`config.mk`:
```
export PLATFORM = sky130hd
export DESIGN_NAME = fixed_partition_fit_allocator_top
export DESIGN_NICKNAME = d
export VERILOG_FILES = /design/src/rtl/fpfa_pkg.sv /design/src/rtl/fixed_partition_fit_allocator_top.sv
export SDC_FILE = /design/constraint.sdc
export NUM_CORES = 1
export LEC_CHECK = 0
export ABC_AREA = 1
export BUFFER_PORTS_ARGS = -buffer_cell sky130_fd_sc_hd__buf_2
export CORE_MARGIN = 3
export CORE_UTILIZATION = 46
export CTS_CLUSTER_SIZE = 16
export DETAILED_ROUTE_END_ITERATION = 8
export PLACE_DENSITY_LB_ADDON = 0.2
export SETUP_SLACK_MARGIN = 0.05
export SLEW_MARGIN = 20
export SYNTH_ARGS = -nofsm -noshare
export SYNTH_HDL_FRONTEND = slang
export SYNTH_SLANG_ARGS = --single-unit
```
`constraint.sdc`:
```
create_clock -name i_clk -period 4.96 [get_ports i_clk]
set_input_delay 1.488 -clock i_clk [delete_from_list [all_inputs] [get_ports i_clk]]
set_output_delay 1.488 -clock i_clk [all_outputs]
set_load 0.02 [all_outputs]
```
`src/rtl/fpfa_pkg.sv`:
```
// ---------------------------------------------------------------------------
// fpfa_pkg
// shared types and constants for the fixed partition fit allocator
// ---------------------------------------------------------------------------
`default_nettype none

package fpfa_pkg;

    localparam int NUM_PARTITIONS = 16;
    localparam int SIZE_BITS      = 24;
    localparam int IDX_BITS       = $clog2(NUM_PARTITIONS);
    localparam int CNT_BITS       = $clog2(NUM_PARTITIONS + 1);
    localparam int PID_BITS       = 16;
    localparam int ADDR_BITS      = 28;
    localparam int OP_BITS        = 2;
    localparam int STATUS_BITS    = 3;
    localparam int MODE_BITS      = 2;
    localparam int CFG_IDX_BITS   = 1;
    localparam int CFG_DATA_BITS  = 5;

    localparam logic [OP_BITS-1:0] OP_LOAD  = 2'd0;
    localparam logic [OP_BITS-1:0] OP_ALLOC = 2'd1;
    localparam logic [OP_BITS-1:0] OP_FREE  = 2'd2;

    localparam logic [MODE_BITS-1:0] FIT_FIRST = 2'd0;
    localparam logic [MODE_BITS-1:0] FIT_BEST  = 2'd1;
    localparam logic [MODE_BITS-1:0] FIT_WORST = 2'd2;

    localparam logic [STATUS_BITS-1:0] ST_OK       = 3'd0;
    localparam logic [STATUS_BITS-1:0] ST_ZERO     = 3'd1;
    localparam logic [STATUS_BITS-1:0] ST_NOFIT    = 3'd2;
    localparam logic [STATUS_BITS-1:0] ST_NOTFOUND = 3'd3;
    localparam logic [STATUS_BITS-1:0] ST_DUP      = 3'd4;

    localparam logic [CFG_IDX_BITS-1:0] CFG_FIT_MODE   = 1'd0;
    localparam logic [CFG_IDX_BITS-1:0] CFG_PART_COUNT = 1'd1;

    localparam logic [CNT_BITS-1:0] COUNT_RESET = CNT_BITS'(NUM_PARTITIONS);

    typedef struct packed {
        logic [OP_BITS-1:0]   opcode;
        logic [IDX_BITS-1:0]  part_index;
        logic [SIZE_BITS-1:0] amount;
        logic [PID_BITS-1:0]  process_id;
    } t_in_item;

    typedef struct packed {
        logic [STATUS_BITS-1:0] status;
        logic [IDX_BITS-1:0]    chosen_block;
        logic [ADDR_BITS-1:0]   base_address;
        logic [ADDR_BITS-1:0]   limit_address;
    } t_out_item;

endpackage

`default_nettype wire

```
`src/rtl/fixed_partition_fit_allocator_top.sv`:
```
// ---------------------------------------------------------------------------
// fixed_partition_fit_allocator_top
// steps: load goes straight to output; free: owner scan, base sum, output;
// allocate: owner scan over 16 partitions, fit scan of partition_count,
// base sum up to the chosen index, output; one size read port serves fit scan
// and base sum, one adder the sum; one item at a time, none taken until emitted
// reset: synchronous active low; sizes read zero, all partitions free,
// fit_mode first fit, partition_count 16; owner ids are not cleared
// ---------------------------------------------------------------------------
`default_nettype none

module fixed_partition_fit_allocator_top
    import fpfa_pkg::*;
(
    input  wire logic                     i_clk,
    input  wire logic                     i_rst_n,
    input  wire logic                     i_in_valid,
    output logic                          o_in_stall,
    input  wire t_in_item                 i_in_item,
    output logic                          o_out_valid,
    input  wire logic                     i_out_stall,
    output t_out_item                     o_out_item,
    input  wire logic                     i_cfg_we,
    input  wire logic [CFG_IDX_BITS-1:0]  i_cfg_index,
    input  wire logic [CFG_DATA_BITS-1:0] i_cfg_data
);

    typedef enum logic [2:0] {
        S_IDLE,
        S_OWN_SCAN,
        S_FIT_SCAN,
        S_SUM,
        S_EMIT
    } t_state;

    t_state                      r_state, n_state;
    logic [MODE_BITS-1:0]        r_mode, n_mode;
    logic [CNT_BITS-1:0]         r_count, n_count;
    logic [NUM_PARTITIONS-1:0]   r_busy, n_busy;
    logic [NUM_PARTITIONS-1:0]   r_size_vld, n_size_vld;
    logic [OP_BITS-1:0]          r_op, n_op;
    logic [SIZE_BITS-1:0]        r_amt, n_amt;
    logic [PID_BITS-1:0]         r_pid, n_pid;
    logic [IDX_BITS-1:0]         r_idx, n_idx;
    logic [IDX_BITS-1:0]         r_pick, n_pick;
    logic [SIZE_BITS-1:0]        r_pick_sz, n_pick_sz;
    logic                        r_found, n_found;
    logic [ADDR_BITS-1:0]        r_base, n_base;
    t_out_item                   r_res, n_res;
    t_out_item                   r_out, n_out;
    logic                        r_out_vld, n_out_vld;

    logic [SIZE_BITS-1:0]        r_size  [NUM_PARTITIONS];
    logic [PID_BITS-1:0]         r_owner [NUM_PARTITIONS];

    logic                        size_we;
    logic [IDX_BITS-1:0]         size_wa;
    logic                        own_we;
    logic [IDX_BITS-1:0]         own_wa;

    logic [SIZE_BITS-1:0]        rd_sz;
    logic [CNT_BITS-1:0]         count_eff;
    logic                        idx_last_all;
    logic                        idx_last_fit;
    logic                        own_hit;
    logic                        cand;
    logic                        better;
    logic                        fit_done;
    logic [ADDR_BITS-1:0]        sum;
    logic                        accept;

    assign rd_sz        = r_size_vld[r_idx] ? r_size[r_idx] : '0;
    assign count_eff    = (r_count > COUNT_RESET) ? COUNT_RESET : r_count;
    assign idx_last_all = (r_idx == IDX_BITS'(NUM_PARTITIONS - 1));
    assign idx_last_fit = ({1'b0, r_idx} == (count_eff - CNT_BITS'(1)));
    assign own_hit      = r_busy[r_idx] && (r_owner[r_idx] == r_pid);
    assign cand         = !r_busy[r_idx] && (rd_sz >= r_amt);
    assign better       = !r_found
                          || ((r_mode == FIT_BEST) && (rd_sz < r_pick_sz))
                          || ((r_mode == FIT_WORST) && (rd_sz > r_pick_sz));
    assign fit_done     = (cand && (r_mode == FIT_FIRST)) || idx_last_fit;
    assign sum          = r_base + ADDR_BITS'(rd_sz);
    assign accept       = i_in_valid && !o_in_stall;

    assign o_in_stall   = (r_state != S_IDLE);
    assign o_out_valid  = r_out_vld;
    assign o_out_item   = r_out;

    always_comb begin
        n_state    = r_state;
        n_mode     = r_mode;
        n_count    = r_count;
        n_busy     = r_busy;
        n_size_vld = r_size_vld;
        n_op       = r_op;
        n_amt      = r_amt;
        n_pid      = r_pid;
        n_idx      = r_idx;
        n_pick     = r_pick;
        n_pick_sz  = r_pick_sz;
        n_found    = r_found;
        n_base     = r_base;
        n_res      = r_res;
        n_out      = r_out;
        n_out_vld  = r_out_vld;
        size_we    = 1'b0;
        size_wa    = i_in_item.part_index;
        own_we     = 1'b0;
        own_wa     = r_pick;

        if (r_out_vld && !i_out_stall) begin
            n_out_vld = 1'b0;
        end

        if (i_cfg_we) begin
            case (i_cfg_index)
                CFG_FIT_MODE:   n_mode  = i_cfg_data[MODE_BITS-1:0];
                CFG_PART_COUNT: n_count = i_cfg_data[CNT_BITS-1:0];
                default: ;
            endcase
        end

        case (r_state)
            S_IDLE: begin
                if (accept) begin
                    n_op  = i_in_item.opcode;
                    n_amt = i_in_item.amount;
                    n_pid = i_in_item.process_id;
                    n_idx = '0;
                    n_res = '0;
                    case (i_in_item.opcode)
                        OP_LOAD: begin
                            size_we = 1'b1;
                            n_size_vld[i_in_item.part_index] = 1'b1;
                            n_res.chosen_block = i_in_item.part_index;
                            n_state = S_EMIT;
                        end
                        OP_ALLOC: begin
                            if (i_in_item.amount == '0) begin
                                n_res.status = ST_ZERO;
                                n_state = S_EMIT;
                            end else begin
                                n_state = S_OWN_SCAN;
                            end
                        end
                        OP_FREE: begin
                            n_state = S_OWN_SCAN;
                        end
                        default: begin
                            n_state = S_EMIT;
                        end
                    endcase
                end
            end
            S_OWN_SCAN: begin
                if (own_hit) begin
                    if (r_op == OP_FREE) begin
                        n_busy[r_idx] = 1'b0;
                        n_pick  = r_idx;
                        n_idx   = '0;
                        n_base  = '0;
                        n_state = S_SUM;
                    end else begin
                        n_res.status = ST_DUP;
                        n_state = S_EMIT;
                    end
                end else if (idx_last_all) begin
                    if (r_op == OP_FREE) begin
                        n_res.status = ST_NOTFOUND;
                        n_state = S_EMIT;
                    end else if ((r_mode > FIT_WORST) || (count_eff == '0)) begin
                        n_res.status = ST_NOFIT;
                        n_state = S_EMIT;
                    end else begin
                        n_idx   = '0;
                        n_found = 1'b0;
                        n_state = S_FIT_SCAN;
                    end
                end else begin
                    n_idx = r_idx + IDX_BITS'(1);
                end
            end
            S_FIT_SCAN: begin
                if (cand && better) begin
                    n_found   = 1'b1;
                    n_pick    = r_idx;
                    n_pick_sz = rd_sz;
                end
                if (fit_done) begin
                    if (!n_found) begin
                        n_res.status = ST_NOFIT;
                        n_state = S_EMIT;
                    end else begin
                        n_busy[n_pick] = 1'b1;
                        own_we  = 1'b1;
                        own_wa  = n_pick;
                        n_idx   = '0;
                        n_base  = '0;
                        n_state = S_SUM;
                    end
                end else begin
                    n_idx = r_idx + IDX_BITS'(1);
                end
            end
            S_SUM: begin
                if (r_idx == r_pick) begin
                    n_res.status        = ST_OK;
                    n_res.chosen_block  = r_pick;
                    n_res.base_address  = r_base;
                    n_res.limit_address = sum;
                    n_state = S_EMIT;
                end else begin
                    n_base = sum;
                    n_idx  = r_idx + IDX_BITS'(1);
                end
            end
            S_EMIT: begin
                if (!r_out_vld || !i_out_stall) begin
                    n_out     = r_res;
                    n_out_vld = 1'b1;
                    n_state   = S_IDLE;
                end
            end
            default: begin
                n_state = S_IDLE;
            end
        endcase
    end

    always_ff @(posedge i_clk) begin
        if (!i_rst_n) begin
            r_state    <= S_IDLE;
            r_mode     <= FIT_FIRST;
            r_count    <= COUNT_RESET;
            r_busy     <= '0;
            r_size_vld <= '0;
            r_found    <= 1'b0;
            r_out_vld  <= 1'b0;
        end else begin
            r_state    <= n_state;
            r_mode     <= n_mode;
            r_count    <= n_count;
            r_busy     <= n_busy;
            r_size_vld <= n_size_vld;
            r_found    <= n_found;
            r_out_vld  <= n_out_vld;
        end
        r_op      <= n_op;
        r_amt     <= n_amt;
        r_pid     <= n_pid;
        r_idx     <= n_idx;
        r_pick    <= n_pick;
        r_pick_sz <= n_pick_sz;
        r_base    <= n_base;
        r_res     <= n_res;
        r_out     <= n_out;
    end

    // partition size and owner tables
    always_ff @(posedge i_clk) begin
        if (size_we) begin
            r_size[size_wa] <= i_in_item.amount;
        end
        if (own_we) begin
            r_owner[own_wa] <= r_pid;
        end
    end

    a_err_zero_fields: assert property (@(posedge i_clk) disable iff (!i_rst_n)
        (r_out_vld && (r_out.status != ST_OK)) |->
        (r_out.chosen_block == '0) && (r_out.base_address == '0)
        && (r_out.limit_address == '0))
        else $error("error item carries nonzero fields");

    a_rise_from_emit: assert property (@(posedge i_clk) disable iff (!i_rst_n)
        $rose(r_out_vld) |-> ($past(r_state) == S_EMIT))
        else $error("result item raised outside emit");

    a_sum_bound: assert property (@(posedge i_clk) disable iff (!i_rst_n)
        (r_state == S_SUM) |-> (r_idx <= r_pick))
        else $error("base sum ran past chosen partition");

    a_fit_mode_ok: assert property (@(posedge i_clk) disable iff (!i_rst_n)
        (r_state == S_FIT_SCAN) |-> (r_mode <= FIT_WORST))
        else $error("fit scan with invalid mode");

    a_alloc_marks_busy: assert property (@(posedge i_clk) disable iff (!i_rst_n)
        ((r_state == S_SUM) && (r_op == OP_ALLOC)) |-> r_busy[r_pick])
        else $error("allocated partition not busy");

endmodule

`default_nettype wire
```
==> results.md <==
- Clock Tree Root: clkbuf_16
- FMAX: between 0.2 and 0.25 GHz
- Clock transition at the registers of the reported paths: approximately 0.06 ns
- GR peak layer: met2
- DR pass1 iterations: 6
- Met1 GRT Util: 32.0%
- GP Congestion: about 0.9
- Final worst path period share: 91.0%
- IO Port Bufs: 121
- Cts bufs inserted: 96
- Die Ht: roughly 300 um
- Pwr dens: between 400 and 500 mW/mm2
- Final Slew Violations: 0
- Gr usage total: between 20% and 30%
- Slew HR: 39.7%
- ANT nets after route: 0
- Vias in the first global route: between 20000 and 30000
- H-tree Lvls: 3
- Post-layout min period: 4.51 ns
- Worst VDD drop: around 0.35 mV
- Layout cells sized above 1: roughly 14%
- Final Hold Violating Endpoints: 0
- Syn_area_per_cell: 11.3 um2
- Crit path top cell by count: nand3_1
- Synth Flop Type: edfxtp_1
- Maximum capacitance violations: 0
- Flops & latches, synth: 916
- Drc violations: 0
- Leakage Power: 0.0177 uW
- Final setup TNS: 0 ns
- Cell variety after synth: 53
- Routed length per instance: 20.8 um
- Dpl cells: 4795
- CTS sink cnt: 916
- Clk_skew: between 0.02 and 0.03 ns
- Worst endpoint required time: 5.29 ns
- Commonest non-fill, non-tap cell in the layout: edfxtp_1
- Post-Layout Cell Count: 4971
- Setup violators final: 0
- Initial antenna violation count: 3
- Placed wire-length estimate: 66500 um
- Met2 usage: a little under two fifths
- Hold crit path type: register to register
- Actual slew at the worst max-slew pin: 0.904 ns
- DR vias/cell: 5.37
- Die Area: 0.0891 mm2
- Core Area: 0.0842 mm2
- Sequential fraction of the synthesis area: 68.7%
- M3 GR Usage: 3.96%
- Area growth syn-to-layout: 16.4%
- Total grt overflow: 0
- Largest net degree at the start of global routing: 80
- Unrepaired setup endpoints after global routing: true
- Via count: around 27000
- Post-synth EDFFs: 868
- Worst setup SP type: register
- Worst-skew pair later-pin latency: about 0.65 ns
- CTS tree: done
- # rows: 106
- Post-Syn Area: 0.0394 mm2
- Mapped Nets: around 3600
- CP max stage cell: dfxtp_4
- Post-synthesis cell count: between 3000 and 4000
- Clock buffer depth: 3
- Filler cell count: 7179
- Fin nets: 3898
- Largest fanout on the critical path: 24
- Asr flop ratio synth: 0%
- Outcome: finished, final reports clean
- Syn. warnings: 0
- Critical path type: register to register
- Worst path max stage delay: 0.43 ns
- Initial core utilization: a little under half
- I/O pins: 122
- Worst Path Arrival: 4.84 ns
- Total wire length: 104000 um
- CP Capture Type: register
- Drt initial violations: 2487
- Die X: ~300 um
- First-pass GRT wire length: roughly 160000 um
- Sequential Area: 0.0270 mm2
- Multi-input combinational cell area: between 0.01 and 0.015 mm2
- Most frequent cells in the layout: edfxtp_1, nand2_1, nor2_1
-- cell usage after synthesis, types with 3 or more instances --
cell type,n,area [um2]
o221ai_1,42,368
buf_1,9,33.8
inv_1,339,1270
nand3_1,223,1120
a31oi_1,9,56.3
o21ai_1,28,140
a21o_1,4,30.0
o21a_1,9,67.6
nor3_1,10,50.1
edfxtp_1,868,26100
nand2_1,597,2240
nor4_1,6,37.5
or2_1,3,18.8
ha_1,81,1010
dfxtp_1,48,961
o21ai_0,322,1610
buf_4,3,22.5
a21oi_1,106,531
inv_2,4,15.0
o211ai_1,20,150
o22ai_1,53,332
nor2_1,465,1750
buf_6,23,259
nand2_2,6,37.5
xnor2_1,7,61.3
clkbuf_1,90,338
o21bai_1,4,30.0
buf_2,34,170
nor2_2,6,37.5
nand4_1,41,257
xor2_1,4,35.0
-- final cells by class --
type	count	area share [%]
diodes	2	0.0109
clock buffers	112	5.42
clock inverters	62	1.29
inverters	345	2.85
multi-input cells	2069	22.7
flip-flops and latches	916	59.0
well taps	1134	3.10
repair buffers	331	5.60
-- power breakdown --
part	leakage, uW	switching [uW]	internal (uW)	total [uW]
registers	0.00835	126	8770	8900
logic	0.00784	2230	1120	3350
clock network	0.00148	2960	4100	7060
-- path summary, 6_finish.rpt --
check	startpoint	end	cells past startpoint	slack, ns
worst max-delay path	register	r_owner[6][4]	26	0.45
worst min-delay path	r_res[26]	o_out_item[26]	0	0.40
worst max register to register	register	r_owner[6][4]	26	0.45
worst min register to register	r_res[26]	o_out_item[26]	0	0.40
-- worst max-delay path, delay by kind of cell (launching register included) --
kind                     cells  cell delay [ns]
AO/OA/AOI/OAI                3             0.63
adder cells (fa/ha/maj)      1             0.28
buffers and inverters        8             1.03
flip-flops                   1             0.43
AND/OR/NAND/NOR             14             1.80
-- sequential cells by signal, indices dropped and copies added, names as in the netlist, named ones only --
register / count
r_busy: 16
r_state: 3
r_pid: 16
r_count: 5
r_pick: 4
r_pick_sz: 24
r_size: 384
r_op: 2
r_size_vld: 16
o_out_valid: 1
r_amt: 24
r_idx: 4
o_out_item: 63
r_res: 63
r_mode: 2
r_owner: 256
r_found: 1
r_base: 28
-- routing by layer --
layer / part of all wire (%) / wire, um
met1: 43 / 45000
met2: 47 / 48800
met3: 6.6 / 6820
met4: 2.9 / 2980
met5: 0 / 0
-- kinds of logic after synthesis --
kind of cell    synth area share, %
compound gates                 8.59
xor+xnor                      0.245
fa+ha+maj                      2.63
buf+inv                        5.44
flops                          68.7
simple gates                   14.4
-- through the flow --
| stage | util [%] | area (um2) | hold WS [ns] | worst slack [ns] | total power, uW |
|---|---|---|---|---|---|
| global placement | 50.7 | 42700 | 0.402 | 0.250 | 12400 |
| global route | 54.4 | 45800 | 0.419 | 0.0393 | 20100 |
| finish | 54.4 | 45800 | 0.401 | 0.447 | 19300 |
| floorplan | - | 39400 | 0.400 | 0.241 | 11100 |
| detailed placement | 50.7 | 42700 | 0.405 | 0.178 | 12400 |
| CTS | 54.4 | 45800 | 0.398 | 0.158 | 19400 |
-- repair_timing --
| action | 4_1_cts | 5_1_grt |
|---|---|---|
| endpoints found under the setup margin | 0 | 164 |
| resized for setup | 0 | 9 |
| setup buffers | 0 | 0 |
| hold buffers | 0 | 0 |
(Power assumes the default switching activity.)
